**config.mk**
```make
export PLATFORM = sky130hd
export DESIGN_NAME = tmp_arith
export DESIGN_NICKNAME = d
export VERILOG_FILES = /design/src/hw/rtl/tmp_pkg.sv /design/src/hw/rtl/tmp_arith.sv
export SDC_FILE = /design/constraint.sdc
export NUM_CORES = 2
export LEC_CHECK = 0
export BUFFER_PORTS_ARGS = -buffer_cell sky130_fd_sc_hd__buf_4
export CORE_ASPECT_RATIO = 0.75
export CORE_MARGIN = 4
export CORE_UTILIZATION = 45
export CTS_CLUSTER_DIAMETER = 30
export DETAILED_ROUTE_END_ITERATION = 8
export GPL_TIMING_DRIVEN = 1
export PLACE_DENSITY = 0.64
export SETUP_SLACK_MARGIN = 0.4
export SLEW_MARGIN = 10
export SYNTH_ARGS = -nofsm -noshare
export SYNTH_HDL_FRONTEND = slang
export SYNTH_SLANG_ARGS = --single-unit
```
**constraint.sdc**
```tcl
create_clock -name clk -period 17.08 [get_ports clk]
set_input_delay 0.854 -clock clk [delete_from_list [all_inputs] [get_ports clk]]
set_output_delay 0.854 -clock clk [all_outputs]
set_load 0.05 [all_outputs]
```
**src/hw/rtl/tmp_pkg.sv**
```systemverilog
package tmp_pkg;

  typedef enum logic [1:0] {
    AR_MUL,
    AR_DIV,
    AR_SQRT
  } arith_op_t;

  typedef struct packed {
    logic      start;
    arith_op_t op;
  } arith_req_t;

  typedef enum logic [4:0] {
    ST_IDLE,
    ST_P_CHK,
    ST_P_CMP,
    ST_P_DIVT,
    ST_P_SQRT,
    ST_P_DIVA,
    ST_P_DIVB,
    ST_P_DIVC,
    ST_P_COMMIT,
    ST_E_START,
    ST_E_AD,
    ST_E_HALF,
    ST_E_VEL,
    ST_S_CHK,
    ST_S_END,
    ST_FIN
  } state_t;

  localparam logic [1:0] FN_PLAN = 2'd0;
  localparam logic [1:0] FN_EVAL = 2'd1;
  localparam logic [1:0] FN_STOP = 2'd2;

  localparam logic [1:0] REG_MOVE_DISTANCE = 2'd0;
  localparam logic [1:0] REG_PEAK_VELOCITY = 2'd1;
  localparam logic [1:0] REG_MAX_ACCEL     = 2'd2;
  localparam logic [1:0] REG_STOP_DECEL    = 2'd3;

  localparam logic [30:0] TIME_MAX = 31'h7FFF_FFFF;

endpackage

```
**src/hw/rtl/tmp_arith.sv**
```systemverilog
module tmp_arith #(
  parameter int DIV_W = 63
) (
  input  logic                     clk,
  input  logic                     rst,
  input  tmp_pkg::arith_req_t      req,
  input  logic signed [32:0]       mul_a,
  input  logic signed [32:0]       mul_b,
  input  logic [DIV_W-1:0]         div_n,
  input  logic [30:0]              div_d,
  input  logic [63:0]              sqrt_x,
  output logic                     done,
  output logic signed [65:0]       prod,
  output logic [DIV_W-1:0]         quot,
  output logic [31:0]              root
);

  localparam int CW = $clog2(DIV_W + 1);

  logic                busy;
  logic [CW-1:0]       cnt;
  tmp_pkg::arith_op_t  op_r;
  logic [30:0]         dr;
  logic [30:0]         dd;
  logic [32:0]         diff;
  logic [63:0]         sx;
  logic [34:0]         sr;
  logic [34:0]         scur;
  logic [34:0]         strial;
  logic                take;

  assign take   = req.start && !busy;
  assign diff   = {1'b0, dr, quot[DIV_W-1]} - {2'b00, dd};
  assign scur   = {sr[32:0], sx[63:62]};
  assign strial = {1'b0, root, 2'b01};

  always_ff @(posedge clk) begin
    if (rst) begin
      busy <= 1'b0;
      done <= 1'b0;
      cnt  <= '0;
    end else begin
      done <= 1'b0;
      if (take) begin
        unique case (req.op)
          tmp_pkg::AR_MUL: done <= 1'b1;
          tmp_pkg::AR_DIV: begin
            busy <= 1'b1;
            cnt  <= CW'(DIV_W);
          end
          tmp_pkg::AR_SQRT: begin
            busy <= 1'b1;
            cnt  <= CW'(32);
          end
          default: done <= 1'b1;
        endcase
      end else if (busy) begin
        cnt <= cnt - CW'(1);
        if (cnt == CW'(1)) begin
          busy <= 1'b0;
          done <= 1'b1;
        end
      end
    end
  end

  always_ff @(posedge clk) begin
    if (take) begin
      op_r <= req.op;
      unique case (req.op)
        tmp_pkg::AR_MUL: prod <= mul_a * mul_b;
        tmp_pkg::AR_DIV: begin
          quot <= div_n;
          dr   <= '0;
          dd   <= div_d;
        end
        tmp_pkg::AR_SQRT: begin
          sx   <= sqrt_x;
          sr   <= '0;
          root <= '0;
        end
        default: prod <= '0;
      endcase
    end else if (busy) begin
      if (op_r == tmp_pkg::AR_DIV) begin
        if (!diff[32]) begin
          dr   <= diff[30:0];
          quot <= {quot[DIV_W-2:0], 1'b1};
        end else begin
          dr   <= {dr[29:0], quot[DIV_W-1]};
          quot <= {quot[DIV_W-2:0], 1'b0};
        end
      end else begin
        sx <= {sx[61:0], 2'b00};
        if (scur >= strial) begin
          sr   <= scur - strial;
          root <= {root[30:0], 1'b1};
        end else begin
          sr   <= scur;
          root <= {root[30:0], 1'b0};
        end
      end
    end
  end

endmodule
```
==> metrics.cfg <==
[cells_and_area]
seq_area_um2 = 9830
nets = 7683
fin_cells = 7703
synthToLayoutAreaGrowth_pct = 10.2
multi_input_comb_area_um2 = 39900
fillers = 11400
drive_gt1_share_pct = 8.61
design_area_um2 = 61200

[logic_synthesis]
ys_seq_elements = 330
synthesis.nets = 7514
synthTopCellsByArea = fa_1, edfxtp_1, inv_1, nand2_1, ha_1
yosys_warnings = 0
yosysSeqAreaShare_pct = 17.7
synth_edf_count = 322
synthArstFlopShare_pct = 0
synth_top_area_cell = fa_1
syn-cell-area_um2 = 55600
synthesis.instances = 5852
synth_top_area_share_pct = 41.3
avgSynthCellArea_um2 = 9.49
synth-main-ff-cell = edfxtp_1
synthDistinctLibCells = 78

[min_path]
hold_class = in -> reg

[setup_path]
crit_path_end = prod[63]
critPathLaunchType = input pin
slowest_delay_ps = 1010
r2r-start = quot[62]
cp.required_ps = 17390
ff2ff_path_depth = 13
critPathMostFrequentCell = fa_1
r2r_end = dr[14]
endpoint_kind = register
worst-path-buf-inv = 9
critPathSlowestCell = fa_1
path_class = in -> reg
cp.arrival_ps = 9140
critPathLaunch = mul_a[32]
crit_fanout = 33
crit_family = adder cells
cp.depth = 28
r2r_setup_slack_ps = 12780

[route]
viasPerCell = 5.18
drtAntennaViolNets = 0
drc = 0
vias = 39900
drt_iter0_drc = 2992
wire_per_inst_um = 19.8
firstDrtPassIters = 5
routed_wl_um = 153000

[grt]
grt_usage_pct = 24.3
grt_pass1_wl_um = 245000
grt_overflow = 0
antenna_found_initial = 7
first_global_vias = 43100
grt_max_degree = 142

[sta]
fin_setup_tns_ps = 0
final.min_clock_period_ps = 8830
fmax_ghz = 0.113
tightest_slew_ps = 1150
finalHoldViolCount = 0
maxSlewViolCount = 0
finClkSkew_ps = 46.1
relSlewSlack_pct = 23.6
finalCritPeriodShare_pct = 51.7
finalSetupViolations = 0
rsz0062_at_grt = false

[clock_network]
cts_hold_buf = 0
cts_tree = built
clock_sinks = 330
cts_setup_buffers = 0
cts.clk_slew.worst_paths_ps = 70
clockRootBuffer = clkbuf_16
cts-htree-levels = 2
cts_inserted_buffers = 47
clockBufferDepth = 3
ctsResizeCount = 0
clk_latency_ps = 590

[floorplanning]
dieArea_um2 = 129000
die_h_um = 312
core_area_um2 = 122000
pin_count = 391
num_rows = 111
fp.dieW_um = 414
initial_core_util_pct = 45.4

[outcome]
status = finished, final reports clean

[place]
dpl.cell_count = 7610
gp_congestion = 0.889
dp.final_hpwl_um = 117000
numPortBuffers = 390
placed_area_um2 = 59600

[run]
max-cap-violations = 0

-- layout make-up --
cell class,count,area share [%]
diodes,5,0.0204
clock buffers,52,1.95
clock inverters,36,0.687
inverters,1280,7.85
multi-input cells,3959,65.1
flip-flops and latches,330,16.1
well taps,1638,3.35
repair buffers,403,4.94
-- metrics by stage --
stage / utilization, % / setup WS [ps] / hold slack (ps)
6_report: 50.0 / 8250 / 437
5_1_grt: 50.0 / 7770 / 400
4_1_cts: 50.0 / 8280 / 404
3_5_place_dp: 48.7 / 7690 / 494
3_3_place_gp: 48.7 / 7720 / 475
2_1_floorplan: - / 8450 / 468
-- cell families (layout without fill, tap and decap cells) --
| logic type | count (synthesis) | in the layout | synth area share, % |
|---|---|---|---|
| simple gates | 1947 | 1947 | 16.4 |
| fa+ha+maj | 1433 | 1433 | 47.8 |
| compound gates | 417 | 417 | 4.91 |
| xor+xnor | 114 | 114 | 1.80 |
| flops | 330 | 330 | 17.7 |
| buf+inv | 1563 | 1771 | 10.6 |
| other cells | 0 | 5 | 0 |
| mux | 48 | 48 | 0.867 |
-- Yosys cell counts, types with 30 or more instances --
cell,number
xor2_1,33
o21a_1,30
nand2_1,977
ha_1,287
fa_1,1146
a21o_1,50
a21oi_1,128
clkbuf_1,269
nor3_1,35
and2_1,569
xnor2_1,81
o21ai_0,73
nor2_1,231
inv_1,1277
edfxtp_1,322
mux2i_1,47
-- layer usage --
metal	vias up	track usage (%)	share of wire (%)
li1	17800	-	-
met1	20400	33.8	43
met2	1403	39.5	47
met3	264	4.37	7.2
met4	2	6.06	3.0
met5	-	0	0.0085
-- cells in the final DEF (no fill, tap or decap), drive strengths merged, types with 14 or more instances in the layout --
master	Yosys	layout
o21ai	77	77
a21oi	129	129
ha	287	287
buf	14	403
xor2	33	33
clkbuf	269	52
nand2	977	977
inv	1279	1296
o21a	31	31
nand2b	17	17
and2	570	570
xnor2	81	81
and3	20	20
mux2i	47	47
o21bai	17	17
a21o	51	51
nand4	14	14
a211oi	29	29
edfxtp	322	322
fa	1146	1146
nor3	35	35
nand3	29	29
nor2	232	232
-- worst min-delay path by stage --
stage | slack [ps] | cells after the start | endpoint | from
after floorplan | 470 | 2 | cnt[5] | cnt[5]
after global placement | 480 | 2 | cnt[5] | cnt[5]
after detailed placement | 490 | 2 | cnt[5] | cnt[5]
after CTS | 400 | 1 | dd[1] | div_d[1]
after global routing | 400 | 1 | dd[2] | div_d[2]
final | 440 | 1 | dd[2] | div_d[2]
-- state kept, by name, indices dropped and copies added, names as in the netlist, 2 cells and up --
name / cells
prod: 66
sx: 64
quot: 63
sr: 33
root: 32
dd: 31
dr: 31
cnt: 6
op_r: 2
Power is left out: the tool's default activity adds up to more than one toggle a clock period on the data nets, which glitch-free logic cannot reach.
